[config.mk]
export PLATFORM = sky130hd
export DESIGN_NAME = seconds_to_calendar_date
export DESIGN_NICKNAME = d
export VERILOG_FILES = /design/src/design/s2cd_pkg.sv /design/src/design/s2cd_days.sv /design/src/design/s2cd_date.sv /design/src/design/s2cd_clock.sv /design/src/design/seconds_to_calendar_date.sv
export SDC_FILE = /design/constraint.sdc
export NUM_CORES = 2
export LEC_CHECK = 0
export BUFFER_PORTS_ARGS = -buffer_cell sky130_fd_sc_hd__buf_2
export CAP_MARGIN = 20
export CORE_MARGIN = 1.5
export CORE_UTILIZATION = 40
export CTS_CLUSTER_DIAMETER = 100
export DETAILED_ROUTE_END_ITERATION = 8
export GPL_ROUTABILITY_DRIVEN = 1
export PLACE_DENSITY = 0.63
export SLEW_MARGIN = 20
export SYNTH_ARGS = -nofsm -noshare
export SYNTH_HDL_FRONTEND = slang
export SYNTH_SLANG_ARGS = --single-unit
[constraint.sdc]
create_clock -name clk -period 6.3 [get_ports clk]
set_input_delay 0.63 -clock clk [delete_from_list [all_inputs] [get_ports clk]]
set_output_delay 0.63 -clock clk [all_outputs]
set_load 0.03 [all_outputs]
[src/design/s2cd_pkg.sv]
// Package: widths, reciprocal constants and calendar tables for the seconds to date converter.
`default_nettype none

package s2cd_pkg;

	localparam int EPOCH_YEAR    = 2020;
	localparam int EPOCH_WEEKDAY = 3;

	localparam int SECS_W  = 32;
	localparam int DAYS_W  = 16;
	localparam int TOD_W   = 17;
	localparam int YOFF_W  = 8;
	localparam int YEAR_W  = 12;
	localparam int MONTH_W = 4;
	localparam int DOM_W   = 5;
	localparam int HOUR_W  = 5;
	localparam int MIN_W   = 6;
	localparam int SEC_W   = 6;
	localparam int WDAY_W  = 3;
	localparam int DOY_W   = 9;
	localparam int REM_W   = 10;
	localparam int MSR_W   = 12;

	localparam int SECS_PER_DAY  = 86400;
	localparam int SECS_PER_HOUR = 3600;
	localparam int SECS_PER_MIN  = 60;
	localparam int YEAR_DAYS     = 365;
	localparam int WEEK_DAYS     = 7;

	// 86400 = 675 * 2^7: drop the low seven bits, then divide by 675
	localparam int DAY_PRE_SHIFT = 7;
	localparam int DAY_ODD_DIV   = 675;

	// ceiling reciprocals, exact over the operand range used
	localparam int DAY_K  = 35;
	localparam int YEAR_K = 25;
	localparam int WEEK_K = 19;
	localparam int HOUR_K = 29;
	localparam int MIN_K  = 18;

	localparam logic [25:0] DAY_RECIP =
		26'(((64'd1 << DAY_K) + 64'(DAY_ODD_DIV) - 64'd1) / 64'(DAY_ODD_DIV));
	localparam logic [16:0] YEAR_RECIP =
		17'(((64'd1 << YEAR_K) + 64'(YEAR_DAYS) - 64'd1) / 64'(YEAR_DAYS));
	localparam logic [16:0] WEEK_RECIP =
		17'(((64'd1 << WEEK_K) + 64'(WEEK_DAYS) - 64'd1) / 64'(WEEK_DAYS));
	localparam logic [17:0] HOUR_RECIP =
		18'(((64'd1 << HOUR_K) + 64'(SECS_PER_HOUR) - 64'd1) / 64'(SECS_PER_HOUR));
	localparam logic [12:0] MIN_RECIP =
		13'(((64'd1 << MIN_K) + 64'(SECS_PER_MIN) - 64'd1) / 64'(SECS_PER_MIN));

	// accept edge to result strobe edge
	localparam int PIPE_LATENCY = 8;

	typedef logic [5:0] leap_cnt_tab_t [256];
	typedef logic [255:0] leap_flag_vec_t;
	typedef logic [DOY_W-1:0] month_start_tab_t [12];

	localparam month_start_tab_t MONTH_START = '{
		9'd0, 9'd31, 9'd59, 9'd90, 9'd120, 9'd151,
		9'd181, 9'd212, 9'd243, 9'd273, 9'd304, 9'd334
	};

	function automatic logic is_leap_year(input int yy);
		return ((yy % 4 == 0) && (yy % 100 != 0)) || (yy % 400 == 0);
	endfunction

	function automatic leap_flag_vec_t build_leap_flag();
		leap_flag_vec_t v;
		for (int i = 0; i < 256; i++) begin
			v[i] = is_leap_year(EPOCH_YEAR + i);
		end
		return v;
	endfunction

	// entry i: leap years in EPOCH_YEAR .. EPOCH_YEAR + i - 1
	function automatic leap_cnt_tab_t build_leap_cnt();
		leap_cnt_tab_t t;
		int n;
		n = 0;
		for (int i = 0; i < 256; i++) begin
			t[i] = 6'(n);
			n = n + (is_leap_year(EPOCH_YEAR + i) ? 1 : 0);
		end
		return t;
	endfunction

	localparam leap_flag_vec_t LEAP_FLAG = build_leap_flag();
	localparam leap_cnt_tab_t  LEAP_CNT  = build_leap_cnt();

	function automatic logic [DOY_W-1:0] month_first(input logic [MONTH_W-1:0] m,
		input logic leap);
		return MONTH_START[m] + DOY_W'((m >= MONTH_W'(2)) && leap);
	endfunction

endpackage

`default_nettype wire

[src/design/s2cd_days.sv]
// Day split: seconds into whole days and seconds of the day, stages 1 to 3.
`default_nettype none

module s2cd_days import s2cd_pkg::*; (
	input  logic              clk,
	input  logic              arst_n,
	input  logic              in_valid,
	input  logic [SECS_W-1:0] seconds,
	output logic              out_valid,
	output logic [DAYS_W-1:0] days,
	output logic [TOD_W-1:0]  tod
);

	logic [50:0]       day_prod;
	logic              v_s1, v_s2, v_s3;
	logic [SECS_W-1:0] secs_s1, secs_s2;
	logic [DAYS_W-1:0] days_s1, days_s2, days_s3;
	logic [SECS_W-1:0] dsec_s2;
	logic [TOD_W-1:0]  tod_s3;

	assign day_prod = 51'(seconds[SECS_W-1:DAY_PRE_SHIFT]) * 51'(DAY_RECIP);

	always_ff @(posedge clk or negedge arst_n) begin
		if (!arst_n) begin
			v_s1 <= 1'b0;
			v_s2 <= 1'b0;
			v_s3 <= 1'b0;
		end else begin
			v_s1 <= in_valid;
			v_s2 <= v_s1;
			v_s3 <= v_s2;
		end
	end

	always_ff @(posedge clk) begin
		if (in_valid) begin
			secs_s1 <= seconds;
			days_s1 <= day_prod[DAY_K+DAYS_W-1:DAY_K];
		end
		if (v_s1) begin
			secs_s2 <= secs_s1;
			days_s2 <= days_s1;
			dsec_s2 <= SECS_W'(days_s1 * SECS_W'(SECS_PER_DAY));
		end
		if (v_s2) begin
			days_s3 <= days_s2;
			tod_s3  <= TOD_W'(secs_s2 - dsec_s2);
		end
	end

	assign out_valid = v_s3;
	assign days      = days_s3;
	assign tod       = tod_s3;

endmodule

`default_nettype wire

[src/design/s2cd_date.sv]
// Date path: day count into year, month, day of month and weekday, stages 4 to 8.
`default_nettype none

module s2cd_date import s2cd_pkg::*; (
	input  logic               clk,
	input  logic               arst_n,
	input  logic               in_valid,
	input  logic [DAYS_W-1:0]  days,
	output logic               out_valid,
	output logic [YEAR_W-1:0]  year,
	output logic [MONTH_W-1:0] month,
	output logic [DOM_W-1:0]   day_of_month,
	output logic [WDAY_W-1:0]  weekday
);

	logic [32:0]        year_prod;
	logic [16:0]        wsum;
	logic [33:0]        week_prod;
	logic [16:0]        rem_full;
	logic [YOFF_W-1:0]  yprev;
	logic               flag_prev;
	logic [MONTH_W-1:0] m_cnt;

	logic               v_s4, v_s5, v_s6, v_s7, v_s8;
	logic [DAYS_W-1:0]  days_s4;
	logic [YOFF_W-1:0]  yq_s4, yq_s5;
	logic [16:0]        wsum_s4;
	logic [12:0]        wq_s4;
	logic [REM_W-1:0]   rem_s5;
	logic [WDAY_W-1:0]  wd_s5, wd_s6, wd_s7, wd_s8;
	logic [YEAR_W-1:0]  year_s6, year_s7, year_s8;
	logic [DOY_W-1:0]   doy_s6, doy_s7;
	logic               leap_s6, leap_s7;
	logic [MONTH_W-1:0] mon_s7, mon_s8;
	logic [DOM_W-1:0]   dom_s8;

	assign year_prod = 33'(days) * 33'(YEAR_RECIP);
	assign wsum      = 17'(days) + 17'(EPOCH_WEEKDAY);
	assign week_prod = 34'(wsum) * 34'(WEEK_RECIP);

	assign rem_full  = 17'(days_s4) - 17'(yq_s4) * 17'(YEAR_DAYS) - 17'(LEAP_CNT[yq_s4]);
	assign yprev     = yq_s5 - YOFF_W'(1);
	assign flag_prev = LEAP_FLAG[yprev];

	always_comb begin
		m_cnt = '0;
		for (int i = 1; i < 12; i++) begin
			if (doy_s6 >= month_first(MONTH_W'(i), leap_s6)) begin
				m_cnt = m_cnt + MONTH_W'(1);
			end
		end
	end

	always_ff @(posedge clk or negedge arst_n) begin
		if (!arst_n) begin
			v_s4 <= 1'b0;
			v_s5 <= 1'b0;
			v_s6 <= 1'b0;
			v_s7 <= 1'b0;
			v_s8 <= 1'b0;
		end else begin
			v_s4 <= in_valid;
			v_s5 <= v_s4;
			v_s6 <= v_s5;
			v_s7 <= v_s6;
			v_s8 <= v_s7;
		end
	end

	always_ff @(posedge clk) begin
		if (in_valid) begin
			days_s4 <= days;
			yq_s4   <= year_prod[YEAR_K+YOFF_W-1:YEAR_K];
			wsum_s4 <= wsum;
			wq_s4   <= week_prod[WEEK_K+12:WEEK_K];
		end
		if (v_s4) begin
			yq_s5  <= yq_s4;
			rem_s5 <= rem_full[REM_W-1:0];
			wd_s5  <= WDAY_W'(wsum_s4 - 17'(wq_s4) * 17'(WEEK_DAYS));
		end
		if (v_s5) begin
			wd_s6 <= wd_s5;
			if (rem_s5[REM_W-1]) begin
				// step back one year and count from its end
				year_s6 <= YEAR_W'(EPOCH_YEAR) + YEAR_W'(yq_s5) - YEAR_W'(1);
				doy_s6  <= DOY_W'(rem_s5 + REM_W'(YEAR_DAYS) + REM_W'(flag_prev));
				leap_s6 <= flag_prev;
			end else begin
				year_s6 <= YEAR_W'(EPOCH_YEAR) + YEAR_W'(yq_s5);
				doy_s6  <= rem_s5[DOY_W-1:0];
				leap_s6 <= LEAP_FLAG[yq_s5];
			end
		end
		if (v_s6) begin
			wd_s7   <= wd_s6;
			year_s7 <= year_s6;
			doy_s7  <= doy_s6;
			leap_s7 <= leap_s6;
			mon_s7  <= m_cnt;
		end
		if (v_s7) begin
			wd_s8   <= wd_s7;
			year_s8 <= year_s7;
			mon_s8  <= mon_s7 + MONTH_W'(1);
			dom_s8  <= DOM_W'(doy_s7 - month_first(mon_s7, leap_s7) + DOY_W'(1));
		end
	end

	assign out_valid    = v_s8;
	assign year         = year_s8;
	assign month        = mon_s8;
	assign day_of_month = dom_s8;
	assign weekday      = wd_s8;

endmodule

`default_nettype wire

[src/design/s2cd_clock.sv]
// Time path: seconds of the day into hour, minute and second, stages 4 to 8.
`default_nettype none

module s2cd_clock import s2cd_pkg::*; (
	input  logic              clk,
	input  logic              arst_n,
	input  logic              in_valid,
	input  logic [TOD_W-1:0]  tod,
	output logic              out_valid,
	output logic [HOUR_W-1:0] hour,
	output logic [MIN_W-1:0]  minute,
	output logic [SEC_W-1:0]  second
);

	logic [34:0]       hour_prod;
	logic [24:0]       min_prod;

	logic              v_s4, v_s5, v_s6, v_s7, v_s8;
	logic [TOD_W-1:0]  tod_s4;
	logic [HOUR_W-1:0] hr_s4, hr_s5, hr_s6, hr_s7, hr_s8;
	logic [MSR_W-1:0]  msr_s5, msr_s6;
	logic [MIN_W-1:0]  mi_s6, mi_s7, mi_s8;
	logic [SEC_W-1:0]  sec_s7, sec_s8;

	assign hour_prod = 35'(tod) * 35'(HOUR_RECIP);
	assign min_prod  = 25'(msr_s5) * 25'(MIN_RECIP);

	always_ff @(posedge clk or negedge arst_n) begin
		if (!arst_n) begin
			v_s4 <= 1'b0;
			v_s5 <= 1'b0;
			v_s6 <= 1'b0;
			v_s7 <= 1'b0;
			v_s8 <= 1'b0;
		end else begin
			v_s4 <= in_valid;
			v_s5 <= v_s4;
			v_s6 <= v_s5;
			v_s7 <= v_s6;
			v_s8 <= v_s7;
		end
	end

	always_ff @(posedge clk) begin
		if (in_valid) begin
			tod_s4 <= tod;
			hr_s4  <= hour_prod[HOUR_K+HOUR_W-1:HOUR_K];
		end
		if (v_s4) begin
			hr_s5  <= hr_s4;
			msr_s5 <= MSR_W'(tod_s4 - TOD_W'(hr_s4) * TOD_W'(SECS_PER_HOUR));
		end
		if (v_s5) begin
			hr_s6  <= hr_s5;
			msr_s6 <= msr_s5;
			mi_s6  <= min_prod[MIN_K+MIN_W-1:MIN_K];
		end
		if (v_s6) begin
			hr_s7  <= hr_s6;
			mi_s7  <= mi_s6;
			sec_s7 <= SEC_W'(msr_s6 - MSR_W'(mi_s6) * MSR_W'(SECS_PER_MIN));
		end
		if (v_s7) begin
			hr_s8  <= hr_s7;
			mi_s8  <= mi_s7;
			sec_s8 <= sec_s7;
		end
	end

	assign out_valid = v_s8;
	assign hour      = hr_s8;
	assign minute    = mi_s8;
	assign second    = sec_s8;

endmodule

`default_nettype wire

[src/design/seconds_to_calendar_date.sv]
// Top level: epoch seconds to Gregorian date, time of day and weekday.
//
//   channel   handshake        payload
//   command   start / busy     seconds
//   result    done (strobe)    year month day_of_month hour minute second weekday
//
// One transfer is accepted per cycle while busy is low; each result strobes done
// when its transfer has passed the eight register stages of the chained reciprocal
// multiplies (day split, year and hour, minutes), one result per transfer, in order.
// busy is high during reset and the first cycle after; there is no other wait.
// The receiver cannot stall, so the pipeline never holds.
`default_nettype none

module seconds_to_calendar_date import s2cd_pkg::*; (
	input  logic               clk,
	input  logic               arst_n,
	input  logic               start,
	output logic               busy,
	input  logic [SECS_W-1:0]  seconds,
	output logic               done,
	output logic [YEAR_W-1:0]  year,
	output logic [MONTH_W-1:0] month,
	output logic [DOM_W-1:0]   day_of_month,
	output logic [HOUR_W-1:0]  hour,
	output logic [MIN_W-1:0]   minute,
	output logic [SEC_W-1:0]   second,
	output logic [WDAY_W-1:0]  weekday
);

	logic              busy_q;
	logic              accept;
	logic              split_valid;
	logic [DAYS_W-1:0] split_days;
	logic [TOD_W-1:0]  split_tod;
	logic              date_valid;
	logic              clock_valid;

	always_ff @(posedge clk or negedge arst_n) begin
		if (!arst_n) begin
			busy_q <= 1'b1;
		end else begin
			busy_q <= 1'b0;
		end
	end

	assign busy   = busy_q;
	assign accept = start && !busy_q;

	s2cd_days u_days (
		.clk       (clk),
		.arst_n    (arst_n),
		.in_valid  (accept),
		.seconds   (seconds),
		.out_valid (split_valid),
		.days      (split_days),
		.tod       (split_tod)
	);

	s2cd_date u_date (
		.clk          (clk),
		.arst_n       (arst_n),
		.in_valid     (split_valid),
		.days         (split_days),
		.out_valid    (date_valid),
		.year         (year),
		.month        (month),
		.day_of_month (day_of_month),
		.weekday      (weekday)
	);

	s2cd_clock u_clock (
		.clk       (clk),
		.arst_n    (arst_n),
		.in_valid  (split_valid),
		.tod       (split_tod),
		.out_valid (clock_valid),
		.hour      (hour),
		.minute    (minute),
		.second    (second)
	);

	assign done = date_valid && clock_valid;

`ifndef SYNTH
	a_paths_aligned: assert property (@(posedge clk) disable iff (!arst_n)
		date_valid == clock_valid)
		else $error("date and time paths out of step");

	a_latency: assert property (@(posedge clk) disable iff (!arst_n)
		accept |-> ##PIPE_LATENCY done)
		else $error("transfer produced no result");

	a_no_spurious: assert property (@(posedge clk) disable iff (!arst_n)
		done |-> $past(accept, PIPE_LATENCY))
		else $error("result without a transfer");

	a_fields_range: assert property (@(posedge clk) disable iff (!arst_n)
		done |-> (month >= 4'd1 && month <= 4'd12 && day_of_month != 5'd0 &&
			hour <= 5'd23 && minute <= 6'd59 && second <= 6'd59 && weekday <= 3'd6))
		else $error("result field out of range");
`endif

endmodule

`default_nettype wire
==> run metrics <==
status completed; post-synthesis instance area 37160 µm²; asr flop ratio synth 2.795%; Main synth FF type edfxtp_1; die span in y 307.8 µm; # port buffers 77; Placer Congestion roughly 0.89; synth unique cells 70; H-tree depth 2; min cycle time layout a little over 6 ns; final net count 4888; final worst-path cycle share a little over nine tenths; Fin. Hold Viols 0; most common cell in the netlist ha_1; Root Buffer clkbuf_16; drt drc 0; CTS Buffer Depth 3; vias in the first global route ~24000; Reg area about 9600 µm²; DR WL/cell 14.45 µm; most numerous cell on the critical path ha_4; P&R area growth vs syn 14.58%; Top Ports 78; clk_lat worst skew 0.56 ns; CP max stage delay about 0.42 ns; pin count of the biggest net entering global routing 44; Worst R2R End u_date.mon_s7[1]; sequential share of the synthesized area 25.87%; Worst Tran Pin Value 1.051 ns; count of state elements after synthesis approximately 320; Mapped Avg Cell Area 11.48 µm²; number of synthesized flops with an enable pin 312; TritonCTS clock tree done; Core Rows around 110; initial antenna violation count 1; Commonest cells post-synth ha_1, inv_1, fa_1; via/cell ratio 4.647; drt pass-1 iters 5; worst setup path startpoint u_date.doy_s6[0]; unrepaired setup endpoints after global routing true; DP HPWL slightly above 60000 µm; CTS clk-pin slew, worst paths roughly 0.06 ns; Critical Path Source Type flop; Core ar. slightly above 90000 µm²; post-route ant nets 0; slowest CP cell edfxtp_1; number of fill cells in the layout 8470; CP Data Required Time roughly 6.6 ns; maximum achievable frequency around 0.16 GHz; Multi-input gate area 24810 µm²; clock skew 0.01553 ns; Max Cap Viol 0; initial core utilization about 40%; post-synth top area share 28.25%; gr usage total between 10% and 20%; global-route wire length before repair 118600 µm; final setup vio count 0; ant diodes 0; CP arrival approximately 6.5 ns; die area about 95000 µm²; clock sink count 322; critical path capture point type flop; grt total ovfl 0; critical path type flop to flop; drt first-iter violations between 800 and 900; Slew Viols, Final 0; FF-to-FF setup slack approximately 0.11 ns; Max-slew headroom between 20 and 30%; Hold WC Path Type input pin to flop; share of cells above drive strength 1 around an eighth; yosys warns 0; critical path fanouts, max 3; CTS Buf Count 36; Synth area leader ha_1; Gate Count Post-Synth between 3000 and 4000; min-delay src seconds[2]; synth top area cells ha_1, edfxtp_1, fa_1; Final Core Density a little under half; final wirelength about 70000 µm; via count between 20000 and 25000; worst reg2reg path depth 31; syn_nets between 4000 and 5000; reg2reg start u_date.doy_s6[0]; worst setup path end u_date.mon_s7[1]; Die W around 310 µm
metal layers:
metal	global-route usage, %	share of wire, %	vias up
li1	-	-	11360
met1	20.89	47	10870
met2	26.76	48	261
met3	1.844	2.9	79
met4	3.666	2.1	2
met5	0	0.017	-
how the worst min path moves through the flow:
stage,to,depth (start not counted)
5_1_grt,u_days.secs_s1[2],1
4_1_cts,u_days.secs_s1[2],1
2_1_floorplan,u_date.out_valid,0
6_report,u_days.secs_s1[2],1
3_3_place_gp,u_date.year_s7[5],0
3_5_place_dp,u_clock.msr_s5[2],0
worst max-delay path, delay by kind of cell (launching register included):
family / cells / cell delay (ns)
xor gates and xnor gates: 3 / 0.35
buffers and inverters: 3 / 0.20
muxes: 5 / 1.16
and+or+nand+nor: 9 / 1.51
adders and majority gates: 7 / 1.67
AOI/OAI and AO/OA: 4 / 0.63
DFF: 1 / 0.42
cells in the final DEF (no fill, tap or decap), types with 23 or more instances in the layout:
master | netlist | layout
a21o_1 | 48 | 48
a21oi_1 | 88 | 80
buf_2 | 0 | 77
buf_4 | 0 | 251
clkbuf_16 | 0 | 36
edfxtp_1 | 312 | 312
fa_1 | 425 | 424
ha_1 | 839 | 818
inv_1 | 820 | 810
nand2_1 | 63 | 62
nand2b_1 | 26 | 25
nand3_1 | 24 | 23
nor2_1 | 77 | 75
o21ai_0 | 55 | 50
xnor2_1 | 127 | 126
xor2_1 | 42 | 42
per-stage QoR:
stage          hold WS, ns  area [µm²]  setup slack, ns  std cells  setup TNS [ns]
5_1_grt             0.2200       42580          -0.1532       4856         -0.2354
6_report            0.2522       42580           0.1073       4856               0
4_1_cts             0.2213       42360         0.003846       4845               0
3_5_place_dp        0.4045       41170          -0.5254       4778          -5.102
2_1_floorplan       0.3344       37450       -0.0005338       3237      -0.0005338
3_3_place_gp        0.4001       41170          -0.4924       4778          -4.291
sequential cells by signal (all words and copies together), names as in the netlist, 12 cells and up, named ones only:
signal / flops
u_clock.msr_s5: 12
u_clock.tod_s4: 12
u_date.year: 12
u_date.year_s6: 12
u_date.year_s7: 12
u_days.days: 16
u_days.days_s1: 16
u_days.days_s2: 16
u_days.secs_s1: 17
u_days.secs_s2: 17
u_days.tod: 17
area by class of cell:
class | count | share of cell area (%)
tap | 1243 | 3.652
timing repair buffer | 335 | 5.574
clock buffer | 41 | 2.160
sequential | 322 | 22.60
multi-input combinational | 2074 | 58.27
inverter | 820 | 7.228
clock inverter | 21 | 0.5259
kinds of logic after synthesis:
kind of cell	share of synthesized area, %
buffers and inverters	8.494
other	0.01009
AO/OA/AOI/OAI	5.831
multiplexers	0.3468
AND/OR/NAND/NOR	4.040
adder cells (fa/ha/maj)	51.14
flip-flops	25.87
XOR/XNOR	4.266
what timing repair did:
| action | 4_1_cts | 5_1_grt |
|---|---|---|
| setup endpoints to repair | 1 | 21 |
| buffers inserted | 4 | 11 |
| gates resized for setup | 4 | 27 |
| pin swaps | 3 | 18 |
| hold buffers | 1 | 0 |
| hold endpoints to repair | 8 | 0 |
Power is left out: the tool's default activity adds up to more than one toggle a clock period on the data nets, which glitch-free logic cannot reach.
